`src/rtl/core/pddm_pkg.sv`:
```
`default_nettype none

package pddm_pkg;

  // Stick and drive fields
  localparam int unsigned IN_W  = 16;
  localparam int unsigned OUT_W = 16;

  // Cell chain: one root bit per cell, plus one CORDIC step in each rotating cell
  localparam int unsigned N_CELLS   = 24;
  localparam int unsigned SQ_W      = 2 * IN_W - 1;      // one square, x*x <= 2^30
  localparam int unsigned SQ_N_W    = 2 * IN_W + 16;     // radicand (x*x + y*y) << 16
  localparam int unsigned SQ_ROOT_W = SQ_N_W / 2;
  localparam int unsigned SQ_REM_W  = SQ_ROOT_W + 2;
  localparam int unsigned PRESHIFT  = 8;                 // CORDIC input scale x*256
  localparam int unsigned CW        = 28;                // CORDIC x/y datapath
  localparam int unsigned ZW        = 27;                // angle, degrees Q.16

  // Angle constants in degrees Q.16
  localparam int DEG_ONE = 65536;
  localparam logic signed [ZW-1:0] Z_DEG_45  = ZW'(45 * DEG_ONE);
  localparam logic signed [ZW-1:0] Z_DEG_90  = ZW'(90 * DEG_ONE);
  localparam logic signed [ZW-1:0] Z_DEG_180 = ZW'(180 * DEG_ONE);
  localparam logic signed [ZW-1:0] Z_DEG_360 = ZW'(360 * DEG_ONE);

  // Beats in flight between input accept and output: front, chain, mixer
  localparam int unsigned FRONT_STAGES = 2;
  localparam int unsigned MIX_STAGES   = 7;
  localparam int unsigned PIPE_DEPTH   = FRONT_STAGES + N_CELLS + MIX_STAGES;

  typedef struct packed {
    logic [SQ_N_W-1:0]    rad;
    logic [SQ_REM_W-1:0]  rem;
    logic [SQ_ROOT_W-1:0] root;
    logic [CW-1:0]        cx;
    logic [CW-1:0]        cy;
    logic [ZW-1:0]        z;
  } cell_t;

  typedef struct packed {
    logic [OUT_W-1:0] accel;
    logic [OUT_W-1:0] right;
    logic [OUT_W-1:0] left;
  } res_t;

  // atan(2^-i) in degrees Q.16, rounded to nearest
  function automatic logic [ZW-1:0] atan_q16(input int unsigned idx);
    logic [ZW-1:0] v;
    case (idx)
      0:       v = ZW'(2949120);
      1:       v = ZW'(1740967);
      2:       v = ZW'(919879);
      3:       v = ZW'(466945);
      4:       v = ZW'(234379);
      5:       v = ZW'(117304);
      6:       v = ZW'(58666);
      7:       v = ZW'(29335);
      8:       v = ZW'(14668);
      9:       v = ZW'(7334);
      10:      v = ZW'(3667);
      11:      v = ZW'(1833);
      12:      v = ZW'(917);
      13:      v = ZW'(458);
      14:      v = ZW'(229);
      15:      v = ZW'(115);
      16:      v = ZW'(57);
      17:      v = ZW'(29);
      18:      v = ZW'(14);
      19:      v = ZW'(7);
      20:      v = ZW'(4);
      21:      v = ZW'(2);
      22:      v = ZW'(1);
      default: v = '0;
    endcase
    return v;
  endfunction

endpackage

`default_nettype wire

```
`src/rtl/core/pddm_cell.sv`:
```
`default_nettype none

module pddm_cell #(
  parameter int unsigned IDX    = 0,
  parameter bit          ROTATE = 1'b1
) (
  input  logic            clk_i,
  input  logic            rst_ni,
  input  logic            valid_i,
  input  pddm_pkg::cell_t data_i,
  output logic            ready_o,
  output logic            valid_o,
  output pddm_pkg::cell_t data_o,
  input  logic            ready_i
);
  import pddm_pkg::*;

  localparam logic signed [ZW-1:0] ATAN_STEP = atan_q16(IDX);

  logic                  valid_q;
  cell_t                 data_q;
  cell_t                 data_d;
  logic                  en;

  logic [SQ_REM_W+1:0]   rem_sh;
  logic [SQ_REM_W+1:0]   trial;
  logic [SQ_REM_W+1:0]   rem_sub;
  logic                  ge;

  logic signed [CW-1:0]  cx;
  logic signed [CW-1:0]  cy;
  logic signed [CW-1:0]  dx;
  logic signed [CW-1:0]  dy;
  logic signed [ZW-1:0]  z;

  assign en      = ~valid_q | ready_i;
  assign ready_o = en;

  // Restoring square root: bring down two radicand bits, try subtracting 4q+1
  assign rem_sh  = {data_i.rem, data_i.rad[SQ_N_W-1 -: 2]};
  assign trial   = {2'b00, data_i.root, 2'b01};
  assign ge      = (rem_sh >= trial);
  assign rem_sub = rem_sh - trial;

  assign cx = $signed(data_i.cx);
  assign cy = $signed(data_i.cy);
  assign z  = $signed(data_i.z);
  assign dx = cy >>> IDX;
  assign dy = cx >>> IDX;

  always_comb begin
    data_d      = data_i;
    data_d.rad  = {data_i.rad[SQ_N_W-3:0], 2'b00};
    data_d.rem  = ge ? rem_sub[SQ_REM_W-1:0] : rem_sh[SQ_REM_W-1:0];
    data_d.root = {data_i.root[SQ_ROOT_W-2:0], ge};
    // Rotate toward the x axis; hold once the residual is exactly zero
    if (ROTATE && (cy != '0)) begin
      if (!cy[CW-1]) begin
        data_d.cx = cx + dx;
        data_d.cy = cy - dy;
        data_d.z  = z + ATAN_STEP;
      end else begin
        data_d.cx = cx - dx;
        data_d.cy = cy + dy;
        data_d.z  = z - ATAN_STEP;
      end
    end
  end

  always_ff @(posedge clk_i or negedge rst_ni) begin
    if (!rst_ni) begin
      valid_q <= 1'b0;
    end else if (en) begin
      valid_q <= valid_i;
    end
  end

  always_ff @(posedge clk_i) begin
    if (en) begin
      data_q <= data_d;
    end
  end

  assign valid_o = valid_q;
  assign data_o  = data_q;

endmodule

`default_nettype wire

```
`config.mk`:
```
export PLATFORM = sky130hd
export DESIGN_NAME = pddm_cell
export DESIGN_NICKNAME = d
export VERILOG_FILES = /design/src/rtl/core/pddm_pkg.sv /design/src/rtl/core/pddm_cell.sv
export SDC_FILE = /design/constraint.sdc
export NUM_CORES = 1
export LEC_CHECK = 0
export BUFFER_PORTS_ARGS = -buffer_cell sky130_fd_sc_hd__clkbuf_2
export CORE_ASPECT_RATIO = 1.5
export CORE_UTILIZATION = 48
export DETAILED_ROUTE_END_ITERATION = 10
export GPL_ROUTABILITY_DRIVEN = 0
export PLACE_DENSITY = 0.9
export SETUP_SLACK_MARGIN = 0.02
export SKIP_CTS_REPAIR_TIMING = 1
export SLEW_MARGIN = 20
export SYNTH_ARGS = -nofsm -noshare
export SYNTH_HDL_FRONTEND = slang
export SYNTH_SLANG_ARGS = --single-unit
```
`constraint.sdc`:
```
create_clock -name clk_i -period 5.1 [get_ports clk_i]
set_input_delay 0.255 -clock clk_i [delete_from_list [all_inputs] [get_ports clk_i]]
set_output_delay 0.255 -clock clk_i [all_outputs]
set_load 0.02 [all_outputs]
```
# Word-level counts from Yosys, hierarchy flattened
# Index checks and enable logic that the tools add are counted.
# op_classes
n_addsub	6
magnitude_cmp	1
mux	3
bitwise_logic	2
n_reduce_logical	1
# op_table
operator	count
$mux 83	2
$sub 28x28->28	2
$add 28x28->28	1
$ge 28x26->1	1
$reduce_bool 28->1	1
$add 27x23->27 const B	1
$sub 27x23->27 const B	1
$mux 26	1
$sub 26x26->26	1
$not 1->1	1
$or 1x1->1	1
# totals
ff_bits	180
in_bits	185
out_inout_bits	183
wordCells	20

# Depth between registers and ports, before layout
# logic_depth
word_depth	3
mapped_depth	13
depth_no_buf	12

# Least setup slack after synthesis
# Ideal clock, no wire load.
# synth_timing
path_kind	input to register
startpoint	in ready_i
endpoint	reg data_q (netlist bit data_o[0]), enable pin
setup_ns	0.579
arrival_time_ns	4.712
required_time_ns	4.521
setup_slack_ns	-0.192
path_stages	1
n_path_buf	0
path_cell_list	nand2b_1
# synth_between
elab_chain_cells	1
# synth_lines
element	line_no	source
start, declared	pddm_cell.sv:14	input logic ready_i
$or 1x1->1	pddm_cell.sv:36	assign en = ~valid_q | ready_i;
end signal, assigned	pddm_cell.sv:80	data_q <= data_d;
end, declared	pddm_cell.sv:21	cell_t data_q;
# Every way passes these cells.
# A chain may end at the register's enable or synchronous reset.

==> summary.md <==
| Metric | Value |
|---|---|
| WP data arrival | slightly below 4 ns |
| H-tree depth | 4 |
| Maximum clock rate | roughly 270 MHz |
| Top FF cell, synth | edfxtp_1 |
| Clock Power Share | about 27% |
| Largest net degree at the start of global routing | ~120 |
| Post-synthesis sequential area ratio | a little over two fifths |
| Area contributors post-synth | edfxtp_1 42%, ha_1 12%, a21oi_1 4.7%, o21ai_0 4.2%, xnor2_1 4.0% |
| Yosys top cell area share | a little over two fifths |
| Crit start category | input pin |
| Most common cell in the netlist | edfxtp_1 |
| Leak Pwr | between 7 and 8 nW |
| Synth warn | 0 |
| Synthesized flop and latch total | between 150 and 200 |
| Vias in the first global route | around 12000 |
| Tightest Pin Transition | 0.993 ns |
| Die Ht | 202 um |
| Status | finished clean |
| Initial antenna violation count | 0 |
| Crit-path max FO | 27 |
| Tmin final | roughly 3.7 ns |
| Cell taking the most area after synthesis | edfxtp_1 |
| Max Cap Viol | 0 |
| Most frequent cells after synthesis | 179 x edfxtp_1, 126 x inv_1, 125 x ha_1 |
| Setup Viol. Count Final | 0 |
| Core Area | about 0.026 sq mm |
| CTS tree | done |
| Gr ovfl total | 0 |
| Post-route DRC | 0 |
| Switching power | 1.69 mW |
| Starting Density | between 40% and 50% |
| Hold Path Sink | data_o[91] |
| Clock Latency Late Sink | between 0.4 and 0.5 ns |
| Port Buf Inserts | ~370 |
| Sw frac | about a third |
| Total clock buffers created by CTS | 17 |
| Worst min-delay path class | input pin to register |
| Fin Clk Skew | 0.00891 ns |
| Fin. max-slew vios | 0 |
| Hold Startpoint | data_i[90] |
| Peak VDD IR | between 0.3 and 0.4 mV |
| Average cell area after synthesis | around 9.6 sq um |
| Dpl cells | 1972 |
| Reg-to-Reg Start | valid_o |
| Non-filler cells in the finished layout | 2078 |
| Multi-input gate area | 0.00666 sq mm |
| DIE WIDTH | 135 um |
| R2r endpoint | data_o[104] |
| Setup_tns | 0 ns |
| Highest Signal Layer | met4 |
| Fraction of layout cells with a size suffix above 1 | between 20 and 25% |
| Clock Pin Slew Worst Setup and Hold Paths | 0.07 ns |
| Design area | about 0.016 sq mm |
| FF-to-FF setup slack | slightly below 3 ns |
| Yosys cell types | 75 |
| FILL cells | between 2000 and 2500 |
| RSZ-0062 raised after global routing | false |
| Final Hold Fails | 0 |
| Fin nets | slightly above 2000 |
| Power Internal | ~3.1 mW |
| Worst Setup End Kind | register |
| DP Wirelength | just over 30000 um |
| Ys async rst share | less than 1% |
| Power share of the combinational group | between 30% and 40% |
| First-pass GRT wire length | around 63000 um |
| Clock sink count | 180 |
| WP data required | between 5 and 6 ns |
| Via count | between 10000 and 15000 |
| Routed Antenna Nets | 0 |
| Synth-to-Final Area Change | 26.8% |
| Antenna cells | 0 |
| R2R depth | 2 |
| Die area | approximately 0.027 sq mm |
| Rows | approximately 70 |
| Fin crit share | 72.2% |
| DRT iter0 DRCs | around 1300 |
| Slew margin rel. | roughly a third |
| Post-synth EDFFs | about 180 |
| Routed wl met3 | around 4200 um |
| Hold Path Depth | 1 |
| Longest Clk Path Bufs | 2 |
| All-layer global routing usage | approximately 30% |
| CTS Root Cell | clkbuf_16 |
| Boundary pin count | roughly 370 |
| DR WL met2 | 21500 um |
| Crit Path Category | input pin to register |
| Flop pwr share | approximately 40% |
| Total wire length | 42300 um |
| Pwr Density | ~300 mW/mm^2 |
| Post-DR vias/cell | roughly 6 |
| FF+latch area | between 0.005 and 0.006 sq mm |
| Post-synthesis instance area | between 0.01 and 0.015 sq mm |
| Cells after synthesis | ~1300 |
| Drt pass-1 iters | 8 |
| WL/cell | 20.4 um |
| Area of placed instances | approximately 0.015 sq mm |
| Wl on met1 | 14100 um |
-- layer usage --
metal  track usage (%)  vias up
li1                  -     5619
met1              31.2     5740
met2              53.9      857
met3              8.36      209
met4              19.0        0
met5                 0        -
-- critical path: stages --
cell	delay (ns)
dlygate4sd3_1	0.52
clkbuf_2	0.12
inv_1	0.04
ha_1	0.35
a211oi_1	0.33
nor2_1	0.12
o31ai_1	0.46
nand4_1	0.17
a41o_1	0.31
a21oi_4	0.58
buf_4	0.35
a211oi_1	0.09
a21o_1	0.17
-- power groups by stage --
stage                     sequential [mW]  combinational [mW]  clock, mW
final                                1.94                1.56       1.32
after detailed placement             1.97                1.47          0
after global placement               1.96                1.43          0
after floorplan                      2.20               0.727          0
after CTS                            1.93                1.48       1.33
after global routing                 1.95                1.67       1.39
-- cell usage in the layout, fill, tap and decap left out, types with 13 or more instances in the layout --
master,n
a21o_1,41
nor2b_1,13
xnor2_1,58
nor3_1,26
nand2_1,92
nand3_1,18
inv_1,126
a21oi_1,119
clkbuf_16,17
dlygate4sd3_1,74
nor2_1,102
edfxtp_1,179
clkbuf_2,365
o21bai_1,16
o21ai_0,107
a211oi_1,15
ha_1,125
-- final cells by class --
cell class | count | share of cell area [%]
clock buffer | 18 | 2.66
clock inverter | 14 | 0.875
inverter | 129 | 3.00
multi-input combinational | 959 | 41.2
sequential | 180 | 33.4
tap | 333 | 2.58
timing repair buffer | 445 | 16.2
-- state kept, by name (all words and copies together) (netlist names) --
name     cells
data_o     179
valid_o      1
-- worst max-delay path by stage --
stage | from | endpoint | slack (ns) | depth (start not counted)
floorplan | valid_o | data_o[0] | 1.93 | 1
global placement | data_i[29] | data_o[77] | 1.46 | 12
detailed placement | data_i[31] | data_o[79] | 1.36 | 12
CTS | data_i[31] | data_o[79] | 1.86 | 12
global route | data_i[83] | data_o[114] | 1.20 | 14
finish | data_i[86] | data_o[114] | 1.42 | 13
-- per-stage QoR --
| stage | util (%) | setup slack [ns] | power, mW | hold WS (ns) |
|---|---|---|---|---|
| 3_5_place_dp | 57.2 | 1.36 | 3.43 | 0.0304 |
| 5_1_grt | 62.3 | 1.20 | 5.01 | 0.000101 |
| 6_report | 62.3 | 1.42 | 4.81 | 0.00520 |
| 3_3_place_gp | 57.2 | 1.46 | 3.39 | 0.0307 |
| 4_1_cts | 59.4 | 1.86 | 4.74 | -0.467 |
| 2_1_floorplan | - | 1.93 | 2.93 | -0.0406 |
-- logic make-up (layout without fill, tap and decap cells) --
| kind of cell | after synthesis | in the layout | synth area share (%) |
|---|---|---|---|
| xor+xnor | 68 | 68 | 4.67 |
| buf+inv | 187 | 606 | 5.60 |
| simple gates | 323 | 323 | 11.9 |
| fa+ha+maj | 129 | 129 | 12.9 |
| mux | 17 | 17 | 1.38 |
| flops | 180 | 180 | 42.4 |
| compound gates | 420 | 420 | 21.2 |
| other cells | 1 | 2 | 0.0294 |
No activity file was read; power rests on OpenSTA's default activity.
