**src/rtl/core/pddm_pkg.sv**
```systemverilog
`default_nettype none

package pddm_pkg;

  // Stick and drive fields
  localparam int unsigned IN_W  = 16;
  localparam int unsigned OUT_W = 16;

  // Cell chain: one root bit per cell, plus one CORDIC step in each rotating cell
  localparam int unsigned N_CELLS   = 24;
  localparam int unsigned SQ_W      = 2 * IN_W - 1;      // one square, x*x <= 2^30
  localparam int unsigned SQ_N_W    = 2 * IN_W + 16;     // radicand (x*x + y*y) << 16
  localparam int unsigned SQ_ROOT_W = SQ_N_W / 2;
  localparam int unsigned SQ_REM_W  = SQ_ROOT_W + 2;
  localparam int unsigned PRESHIFT  = 8;                 // CORDIC input scale x*256
  localparam int unsigned CW        = 28;                // CORDIC x/y datapath
  localparam int unsigned ZW        = 27;                // angle, degrees Q.16

  // Angle constants in degrees Q.16
  localparam int DEG_ONE = 65536;
  localparam logic signed [ZW-1:0] Z_DEG_45  = ZW'(45 * DEG_ONE);
  localparam logic signed [ZW-1:0] Z_DEG_90  = ZW'(90 * DEG_ONE);
  localparam logic signed [ZW-1:0] Z_DEG_180 = ZW'(180 * DEG_ONE);
  localparam logic signed [ZW-1:0] Z_DEG_360 = ZW'(360 * DEG_ONE);

  // Beats in flight between input accept and output: front, chain, mixer
  localparam int unsigned FRONT_STAGES = 2;
  localparam int unsigned MIX_STAGES   = 7;
  localparam int unsigned PIPE_DEPTH   = FRONT_STAGES + N_CELLS + MIX_STAGES;

  typedef struct packed {
    logic [SQ_N_W-1:0]    rad;
    logic [SQ_REM_W-1:0]  rem;
    logic [SQ_ROOT_W-1:0] root;
    logic [CW-1:0]        cx;
    logic [CW-1:0]        cy;
    logic [ZW-1:0]        z;
  } cell_t;

  typedef struct packed {
    logic [OUT_W-1:0] accel;
    logic [OUT_W-1:0] right;
    logic [OUT_W-1:0] left;
  } res_t;

  // atan(2^-i) in degrees Q.16, rounded to nearest
  function automatic logic [ZW-1:0] atan_q16(input int unsigned idx);
    logic [ZW-1:0] v;
    case (idx)
      0:       v = ZW'(2949120);
      1:       v = ZW'(1740967);
      2:       v = ZW'(919879);
      3:       v = ZW'(466945);
      4:       v = ZW'(234379);
      5:       v = ZW'(117304);
      6:       v = ZW'(58666);
      7:       v = ZW'(29335);
      8:       v = ZW'(14668);
      9:       v = ZW'(7334);
      10:      v = ZW'(3667);
      11:      v = ZW'(1833);
      12:      v = ZW'(917);
      13:      v = ZW'(458);
      14:      v = ZW'(229);
      15:      v = ZW'(115);
      16:      v = ZW'(57);
      17:      v = ZW'(29);
      18:      v = ZW'(14);
      19:      v = ZW'(7);
      20:      v = ZW'(4);
      21:      v = ZW'(2);
      22:      v = ZW'(1);
      default: v = '0;
    endcase
    return v;
  endfunction

endpackage

`default_nettype wire

```
**src/rtl/core/pddm_mixer.sv**
```systemverilog
`default_nettype none

module pddm_mixer (
  input  logic                               clk_i,
  input  logic                               rst_ni,
  input  logic                               valid_i,
  input  logic [pddm_pkg::SQ_ROOT_W-1:0]     mag_i,
  input  logic [pddm_pkg::ZW-1:0]            z_i,
  output logic                               ready_o,
  output logic                               valid_o,
  output pddm_pkg::res_t                     res_o,
  input  logic                               ready_i
);
  import pddm_pkg::*;

  localparam int unsigned MW      = SQ_ROOT_W;        // magnitude
  localparam int unsigned DM_W    = 24;               // |45 - m|, up to 135 deg Q.16
  localparam int unsigned PROD_W  = MW + DM_W;
  localparam int unsigned DM_FRAC = 15;               // divisor is 45 * 2^15
  localparam int unsigned A_W     = 32;
  localparam int unsigned RECIP_W = 27;
  localparam logic [RECIP_W-1:0] RECIP_45 = RECIP_W'(95443717);  // floor(2^32 / 45)
  localparam logic [A_W-1:0]     DIV_45   = A_W'(45);
  localparam int unsigned QA_W    = RECIP_W;
  localparam int unsigned VA_W    = QA_W + 1;
  localparam int unsigned VB_W    = 29;
  localparam logic signed [VB_W-1:0] DRIVE_ONE = VB_W'(1 << 24);
  localparam int unsigned RND_SH  = 12;
  localparam int unsigned SH_W    = VB_W + 1 - RND_SH;

  function automatic logic [OUT_W-1:0] to_q12(input logic signed [VB_W-1:0] v);
    logic signed [VB_W:0]   t;
    logic signed [SH_W-1:0] s;
    logic [OUT_W-1:0]       r;
    t = {v[VB_W-1], v} + (VB_W+1)'(1 << (RND_SH - 1));
    s = t[VB_W:RND_SH];
    if (s > SH_W'(32767)) begin
      r = 16'h7fff;
    end else if (s < -SH_W'(32768)) begin
      r = 16'h8000;
    end else begin
      r = s[OUT_W-1:0];
    end
    return r;
  endfunction

  logic [MIX_STAGES-1:0] vld_q;
  logic [MIX_STAGES-1:0] vld_in;
  logic [MIX_STAGES-1:0] en;

  always_comb begin
    en[MIX_STAGES-1] = ~vld_q[MIX_STAGES-1] | ready_i;
    for (int k = MIX_STAGES - 2; k >= 0; k--) begin
      en[k] = ~vld_q[k] | en[k+1];
    end
  end

  assign vld_in  = {vld_q[MIX_STAGES-2:0], valid_i};
  assign ready_o = en[0];
  assign valid_o = vld_q[MIX_STAGES-1];

  always_ff @(posedge clk_i or negedge rst_ni) begin
    if (!rst_ni) begin
      vld_q <= '0;
    end else begin
      for (int k = 0; k < MIX_STAGES; k++) begin
        if (en[k]) begin
          vld_q[k] <= vld_in[k];
        end
      end
    end
  end

  // Stage 0: wrap the angle into [-180, 180)
  logic signed [ZW-1:0] z_in;
  logic signed [ZW-1:0] th_d;
  logic signed [ZW-1:0] s0_th_q;
  logic [MW-1:0]        s0_mag_q;

  assign z_in = $signed(z_i);

  always_comb begin
    if (z_in >= Z_DEG_180) begin
      th_d = z_in - Z_DEG_360;
    end else if (z_in < -Z_DEG_180) begin
      th_d = z_in + Z_DEG_360;
    end else begin
      th_d = z_in;
    end
  end

  always_ff @(posedge clk_i) begin
    if (en[0]) begin
      s0_th_q  <= th_d;
      s0_mag_q <= mag_i;
    end
  end

  // Stage 1: residue modulo 90 with the sign of the angle, quadrant signs
  logic signed [ZW-1:0] m_d;
  logic signed [ZW-1:0] dm_d;
  logic [ZW-1:0]        dm_neg_val;
  logic [MW-1:0]        s1_mag_q;
  logic [DM_W-1:0]      s1_dm_abs_q;
  logic                 s1_dm_neg_q;
  logic                 s1_ln_q;
  logic                 s1_rn_q;

  always_comb begin
    if (s0_th_q >= Z_DEG_90) begin
      m_d = s0_th_q - Z_DEG_90;
    end else if (s0_th_q > -Z_DEG_90) begin
      m_d = s0_th_q;
    end else if (s0_th_q == -Z_DEG_180) begin
      m_d = '0;
    end else begin
      m_d = s0_th_q + Z_DEG_90;
    end
    dm_d       = Z_DEG_45 - m_d;
    dm_neg_val = -dm_d;
  end

  always_ff @(posedge clk_i) begin
    if (en[1]) begin
      s1_mag_q    <= s0_mag_q;
      s1_dm_neg_q <= dm_d[ZW-1];
      s1_dm_abs_q <= dm_d[ZW-1] ? dm_neg_val[DM_W-1:0] : dm_d[DM_W-1:0];
      s1_ln_q     <= s0_th_q[ZW-1];
      s1_rn_q     <= (s0_th_q < -Z_DEG_90) || (s0_th_q >= Z_DEG_90);
    end
  end

  // Stage 2: magnitude times |45 - m|
  logic [MW-1:0]     s2_mag_q;
  logic [PROD_W-1:0] s2_prod_q;
  logic              s2_dm_neg_q;
  logic              s2_ln_q;
  logic              s2_rn_q;

  always_ff @(posedge clk_i) begin
    if (en[2]) begin
      s2_mag_q    <= s1_mag_q;
      s2_prod_q   <= PROD_W'(s1_mag_q) * PROD_W'(s1_dm_abs_q);
      s2_dm_neg_q <= s1_dm_neg_q;
      s2_ln_q     <= s1_ln_q;
      s2_rn_q     <= s1_rn_q;
    end
  end

  // Stage 3: drop 2^15, estimate the quotient by 45 with the reciprocal
  logic [A_W-1:0]         a_d;
  logic [A_W+RECIP_W-1:0] pk_d;
  logic [MW-1:0]          s3_mag_q;
  logic [A_W-1:0]         s3_a_q;
  logic [QA_W-1:0]        s3_q0_q;
  logic                   s3_dm_neg_q;
  logic                   s3_ln_q;
  logic                   s3_rn_q;

  assign a_d  = s2_prod_q[DM_FRAC +: A_W];
  assign pk_d = (A_W+RECIP_W)'(a_d) * (A_W+RECIP_W)'(RECIP_45);

  always_ff @(posedge clk_i) begin
    if (en[3]) begin
      s3_mag_q    <= s2_mag_q;
      s3_a_q      <= a_d;
      s3_q0_q     <= pk_d[A_W+RECIP_W-1:A_W];
      s3_dm_neg_q <= s2_dm_neg_q;
      s3_ln_q     <= s2_ln_q;
      s3_rn_q     <= s2_rn_q;
    end
  end

  // Stage 4: correct the estimate (low by at most one), apply the sign
  logic [A_W-1:0]         rem_d;
  logic [QA_W-1:0]        qabs_d;
  logic signed [VA_W-1:0] va_d;
  logic [MW-1:0]          s4_mag_q;
  logic signed [VA_W-1:0] s4_va_q;
  logic                   s4_ln_q;
  logic                   s4_rn_q;

  always_comb begin
    rem_d  = s3_a_q - A_W'(s3_q0_q) * DIV_45;
    qabs_d = s3_q0_q + QA_W'(rem_d >= DIV_45);
    va_d   = s3_dm_neg_q ? -$signed({1'b0, qabs_d}) : $signed({1'b0, qabs_d});
  end

  always_ff @(posedge clk_i) begin
    if (en[4]) begin
      s4_mag_q <= s3_mag_q;
      s4_va_q  <= va_d;
      s4_ln_q  <= s3_ln_q;
      s4_rn_q  <= s3_rn_q;
    end
  end

  // Stage 5: v_b = min(1.0, 2r + v_a, 2r - v_a)
  logic signed [VB_W-1:0] two_r;
  logic signed [VB_W-1:0] va_x;
  logic signed [VB_W-1:0] sum_p;
  logic signed [VB_W-1:0] sum_m;
  logic signed [VB_W-1:0] vb_d;
  logic signed [VB_W-1:0] s5_va_q;
  logic signed [VB_W-1:0] s5_vb_q;
  logic                   s5_ln_q;
  logic                   s5_rn_q;

  always_comb begin
    two_r = $signed({{(VB_W-MW-2){1'b0}}, s4_mag_q, 2'b00});
    va_x  = {{(VB_W-VA_W){s4_va_q[VA_W-1]}}, s4_va_q};
    sum_p = two_r + va_x;
    sum_m = two_r - va_x;
    vb_d  = DRIVE_ONE;
    if (sum_p < vb_d) begin
      vb_d = sum_p;
    end
    if (sum_m < vb_d) begin
      vb_d = sum_m;
    end
  end

  always_ff @(posedge clk_i) begin
    if (en[5]) begin
      s5_va_q <= va_x;
      s5_vb_q <= vb_d;
      s5_ln_q <= s4_ln_q;
      s5_rn_q <= s4_rn_q;
    end
  end

  // Stage 6: quadrant signs, round to Q4.12, saturate
  logic signed [VB_W-1:0] left_d;
  logic signed [VB_W-1:0] right_d;
  logic signed [VB_W-1:0] accel_d;
  res_t                   res_q;

  assign left_d  = s5_ln_q ? -s5_va_q : s5_va_q;
  assign right_d = s5_rn_q ? -s5_vb_q : s5_vb_q;
  assign accel_d = s5_va_q + s5_vb_q;

  always_ff @(posedge clk_i) begin
    if (en[6]) begin
      res_q.left  <= to_q12(left_d);
      res_q.right <= to_q12(right_d);
      res_q.accel <= to_q12(accel_d);
    end
  end

  assign res_o = res_q;

endmodule

`default_nettype wire

```
**config.mk**
```make
export PLATFORM = sky130hd
export DESIGN_NAME = pddm_mixer
export DESIGN_NICKNAME = d
export VERILOG_FILES = /design/src/rtl/core/pddm_pkg.sv /design/src/rtl/core/pddm_mixer.sv
export SDC_FILE = /design/constraint.sdc
export NUM_CORES = 2
export LEC_CHECK = 0
export BUFFER_PORTS_ARGS = -buffer_cell sky130_fd_sc_hd__buf_2
export CAP_MARGIN = 20
export CELL_PAD_IN_SITES_DETAIL_PLACEMENT = 0
export CELL_PAD_IN_SITES_GLOBAL_PLACEMENT = 1
export CORE_AREA = 5 5 293 509
export DETAILED_ROUTE_END_ITERATION = 8
export DIE_AREA = 0 0 298 514
export MAX_ROUTING_LAYER = met4
export PLACE_DENSITY_LB_ADDON = 0.15
export SLEW_MARGIN = 5
export SYNTH_ARGS = -nofsm -noshare
export SYNTH_HDL_FRONTEND = slang
export SYNTH_SLANG_ARGS = --single-unit
```
**constraint.sdc**
```tcl
create_clock -name clk_i -period 11 [get_ports clk_i]
set_input_delay 2.2 -clock clk_i [delete_from_list [all_inputs] [get_ports clk_i]]
set_output_delay 2.2 -clock clk_i [all_outputs]
set_load 0.02 [all_outputs]
```
**After elaboration in Yosys (flattened, before gate mapping)**

Cells that the tools add are included.

- Logic and storage cells: 101
- Input port bits: 55
- Flip-flop bits (word level): 430
- Output and inout port bits: 50

- Bitwise gates (word level): 14
- Reductions and logical operators: 1
- Eq/ne operators: 1
- Multipliers: 3
- Multiplexer cells: 14
- Add/subtract/negate cells: 17
- Magnitude comparators: 14

Operators with widths:

| kind | count |
|---|---|
| $mux 27 | 6 |
| $mux 29 | 4 |
| $add 29x13->30 const B | 3 |
| $mul 32x27->59 const B | 1 |
| $gt 18x16->1 const B | 3 |
| $lt 18x16->1 const B | 3 |
| $mux 16 | 3 |
| $mul 24x24->47 | 1 |
| $ge 32x6->1 const B | 1 |
| $mul 27x6->32 const B | 1 |
| $sub 32x32->32 | 1 |
| $add 27x28->29 | 1 |
| $add 28x29->29 | 1 |
| $lt 29x26->1 const B | 1 |
| $lt 29x29->1 | 1 |
| $neg 28->29 | 1 |
| $neg 29->29 | 1 |
| $sub 27x28->29 | 1 |
| $neg 27->28 | 1 |
| $add 27x1->27 | 1 |
| $add 27x24->27 const B | 1 |
| $add 27x26->27 const B | 1 |
| $eq 27x25->1 const B | 1 |
| $ge 27x24->1 const B | 1 |
| other kinds (12) | 24 |

**Longest topological paths before layout**

- Word-level depth: 8
- Depth in mapped cells: 34
- Mapped depth without buffers: 32

**Worst setup path after synthesis**

OpenSTA, ideal clock, no wires.

- Kind: input to output
- Start: in ready_i
- End: out ready_o
- Slack: 2.748 ns
- Required time: 8.800 ns
- Cell stages on the path: 4
- Arrival: 6.052 ns
- Path buffers: 0
- Cells stage by stage: nor2b_1 > nand3_1 > nor2_1 > nand4_1

- Longest elaborated chain between the ends: 7

Ends and longest elaborated chain:

| what | RTL line | source |
|---|---|---|
| start: declaration | pddm_mixer.sv:12 | `input logic ready_i` |
| $or 1x1->1 | pddm_mixer.sv:52 | `en[MIX_STAGES-1] = ~vld_q[MIX_STAGES-1] \| ready_i;` |
| $or 1x1->1 (2 in a row) | pddm_mixer.sv:54 | `en[k] = ~vld_q[k] \| en[k+1];` |
| named net en[4] | pddm_mixer.sv:49 | `logic [MIX_STAGES-1:0] en;` |
| $or 1x1->1 (4 in a row) | pddm_mixer.sv:54 |  |
| end: declaration | pddm_mixer.sv:9 | `output logic ready_o,` |

The timed path passes the listed nets, and every way through them passes these cells.

**Worst setup path after layout**

- Start: reg s3_q0_q[3]
- End: reg s4_va_q[19], data pin

- Longest elaborated chain between the ends: 6

Ends and longest elaborated chain:

| what | RTL line | source |
|---|---|---|
| start: declaration | pddm_mixer.sv:155 | `logic [QA_W-1:0] s3_q0_q;` |
| start signal: assignment | pddm_mixer.sv:167 | `s3_q0_q <= pk_d[A_W+RECIP_W-1:A_W];` |
| $mul 27x6->32 | pddm_mixer.sv:184 | `rem_d = s3_a_q - A_W'(s3_q0_q) * DIV_45;` |
| $sub 32x32->32 | pddm_mixer.sv:184 |  |
| $ge 32x6->1 | pddm_mixer.sv:185 | `qabs_d = s3_q0_q + QA_W'(rem_d >= DIV_45);` |
| $add 27x1->27 * | pddm_mixer.sv:185 |  |
| $neg 27->28 | pddm_mixer.sv:186 | `va_d = s3_dm_neg_q ? -$signed({1'b0, qabs_d}) : $signed({1'b0, qabs_d});` |
| $mux 27 * | pddm_mixer.sv:186 |  |
| named net va_d[19] | pddm_mixer.sv:177 | `logic signed [VA_W-1:0] va_d;` |
| end signal: assignment | pddm_mixer.sv:192 | `s4_va_q <= va_d;` |
| end: declaration | pddm_mixer.sv:179 | `logic signed [VA_W-1:0] s4_va_q;` |

The timed path passes the listed nets; every way through them passes the cells marked *.
A chain may end at the register's enable or synchronous reset.

==> metrics.cfg <==
[synth]
synth_edf_count=408
netlist_instances=5827
synth_top_area_share_pct=28.8
avgSynthCellArea_um2=9.83
synthFlopType=edfxtp_1
synth_top_area_cell=fa_1
seq_area_frac_synth_pct=21.7
netlist_area_um2=57300
synth-async-reset-ratio_pct=1.69
synth_warnings=0
syn_nets=7346
yosys-top-cells-area=fa_1 29%, edfxtp_1 21%, ha_1 14%
synth.distinct_cells=96
ys_seq_elements=415

[sta]
period_share_pct=86.9
hold_viol_final=0
relSlewSlack_pct=24.3
min_period_ns=9.56
setup_viol=0
slew_viol_final=0
fmax_mhz=105
tns_ns=0
rsz0062_at_grt=false
finalClockSkew_ns=0.0401
worst_slew_pin_slew_ns=1.14

[setup_path]
required_ns=11.35
cpPeakStageDelay_ns=0.80
path_max_fanout=12
r2r_cells=30
crit_path_end_kind=flip-flop
arrival_ns=9.92
crit_path_start_kind=flip-flop
path_class=flip-flop to flip-flop
crit_slowest_cell=or4b_2
cpMostUsedCell=ha_1

[detailed_routing]
vias=40356
routed_wl_um=170000
viasPerCell=5.20
wl_per_cell_um=21.9
drc=0
first_iter_violations=1615
ant_nets=0
drtPass1Iterations=5

[global_routing]
grt_max_degree=61
grt_pass1_wl_um=263000
grt.overflow.total=0
track_usage_pct=23.0
antenna_found_initial=3
grt_pass1_vias=44728

[finish]
fin_nets=7377
drive_gt1_share_pct=5.26
area_growth_pct=7.26

[clock_network]
cts_setup_buffers=0
ctsResizeCount=0
cts_tree=yes
cts-root-buf=clkbuf_16
htreeDepth=2
clk-insertion-delay-late_ns=0.64
cts_made_buffers=44
clock_sinks=415
hold_buffers=0
clk_pin_slew_ns=0.07
cts.path.max_buffers=3

[min_path]
min_path_type=flip-flop to flip-flop
whs_path_depth=0

[flow_run]
maxCapViolCount=0

[placed_design]
dp_hpwl_um=143000
place_congestion=0.939
io_buffers=104

[die]
std_cell_rows=185
dieHeight_um=514
core_area_um2=145000
start_util_pct=39.6
ioPinCount=105
dieArea_um2=153000
die_w_um=298

[status]
status=complete, no violations

==> per-layer routing <==
metal  vias up  GRT usage (%)  wire length (um)
met4         0           11.6             11000
met1     20236           21.6             56700
met3       388           1.74              4450
met5         -              -                 0
met2       843           46.3             98200
li1      18889              -                 -
==> worst paths after layout <==
path / from / slack [ns] / end
setup / recovery: s3_q0_q[3]$_DFFE_PP_ / 1.44 / s4_va_q[19]$_DFFE_PP_
hold / removal: s2_ln_q$_DFFE_PP_ / 0.42 / s3_ln_q$_DFFE_PP_
setup reg to reg: s3_q0_q[3]$_DFFE_PP_ / 1.44 / s4_va_q[19]$_DFFE_PP_
hold reg to reg: s2_ln_q$_DFFE_PP_ / 0.42 / s3_ln_q$_DFFE_PP_
max in group asynchronous: rst_ni / 9.46 / vld_q[3]$_DFFE_PN0P_
min in group asynchronous: rst_ni / 1.38 / vld_q[2]$_DFFE_PN0P_
==> flip-flops by register name, summed over array words and instances, names as in the netlist, 27 cells and up <==
| signal | cells |
|---|---|
| res_o | 48 |
| s5_va_q | 28 |
| s3_a_q | 32 |
| s3_q0_q | 27 |
| s4_va_q | 28 |
| s2_prod_q | 32 |
| s5_vb_q | 29 |
| s0_th_q | 27 |
==> cell usage in the layout, fill, tap and decap left out, drive strengths merged, types with 25 or more instances in the layout <==
| cell type | n |
|---|---|
| buf | 174 |
| a31oi | 25 |
| nor2b | 29 |
| nand2b | 48 |
| xnor2 | 206 |
| nor2 | 222 |
| a21o | 70 |
| inv | 1218 |
| fa | 823 |
| nand2 | 566 |
| and2 | 225 |
| xor2 | 91 |
| a21oi | 189 |
| o21a | 41 |
| edfxtp | 408 |
| a211oi | 31 |
| nor3 | 84 |
| and3 | 32 |
| nand4 | 52 |
| o21ai | 181 |
| nand3 | 71 |
| clkbuf | 52 |
| ha | 641 |
| o31ai | 30 |
| nor4 | 25 |
==> kinds of logic (layout without fill, tap and decap cells) <==
logic type	count (synthesis)	in the layout	synth area share, %
AOI/OAI and AO/OA	750	750	8.57
xor gates and xnor gates	297	297	4.59
adders and majority gates	1466	1466	42.8
buffers and inverters	1407	1473	9.28
DFF	415	415	21.7
muxes	31	31	0.577
other	0	2	0
and+or+nand+nor	1461	1461	12.5
==> layout make-up <==
| type | count | area, um^2 |
|---|---|---|
| Inverter | 1218 | 4570 |
| Tap cell | 1870 | 2340 |
| Clock buffer | 52 | 1130 |
| Antenna cell | 2 | 5.00 |
| Sequential cell | 415 | 12400 |
| Fill cell | 14123 | 83200 |
| Clock inverter | 29 | 362 |
| Timing Repair Buffer | 174 | 1040 |
| Multi-Input combinational cell | 4005 | 39500 |
==> critical path: cells and delay by family, from the launching register on <==
kind / cells / cell delay, ns
AO/OA/AOI/OAI: 5 / 1.68
XOR/XNOR: 1 / 0.11
adder cells (fa/ha/maj): 7 / 2.69
buffers and inverters: 1 / 0.05
flip-flops: 1 / 0.59
multiplexers: 3 / 0.52
AND/OR/NAND/NOR: 13 / 3.64
==> cell usage after synthesis (19+ instances only) <==
cell type / n
and2_1: 224
o21ai_0: 170
fa_1: 823
or3_1: 23
nor4_1: 24
a21oi_1: 189
o31ai_1: 29
nand3_1: 71
nand4_1: 52
xnor2_1: 206
and3_1: 32
inv_1: 1217
ha_1: 641
a31oi_1: 25
nand2b_1: 48
clkbuf_1: 174
and4_1: 19
o21a_1: 41
edfxtp_1: 408
a21o_1: 70
nor3_1: 84
nor2_1: 222
nor2b_1: 29
a211oi_1: 30
nand2_1: 566
xor2_1: 89
==> metrics by stage <==
stage / hold WS [ns] / util, % / area (um^2) / instances / worst slack [ns]
after floorplan: 0.400 / - / 57300 / 5827 / 2.75
after global placement: 0.400 / 41.4 / 59900 / 7680 / 1.52
after detailed placement: 0.405 / 41.4 / 59900 / 7682 / 1.40
after CTS: 0.419 / 42.5 / 61400 / 7763 / 1.39
after global routing: 0.427 / 42.5 / 61400 / 7765 / 0.999
final: 0.418 / 42.5 / 61400 / 7765 / 1.44
Power is not shown: default switching activity piles up to over one toggle a cycle in this logic, so the estimate is an artifact.
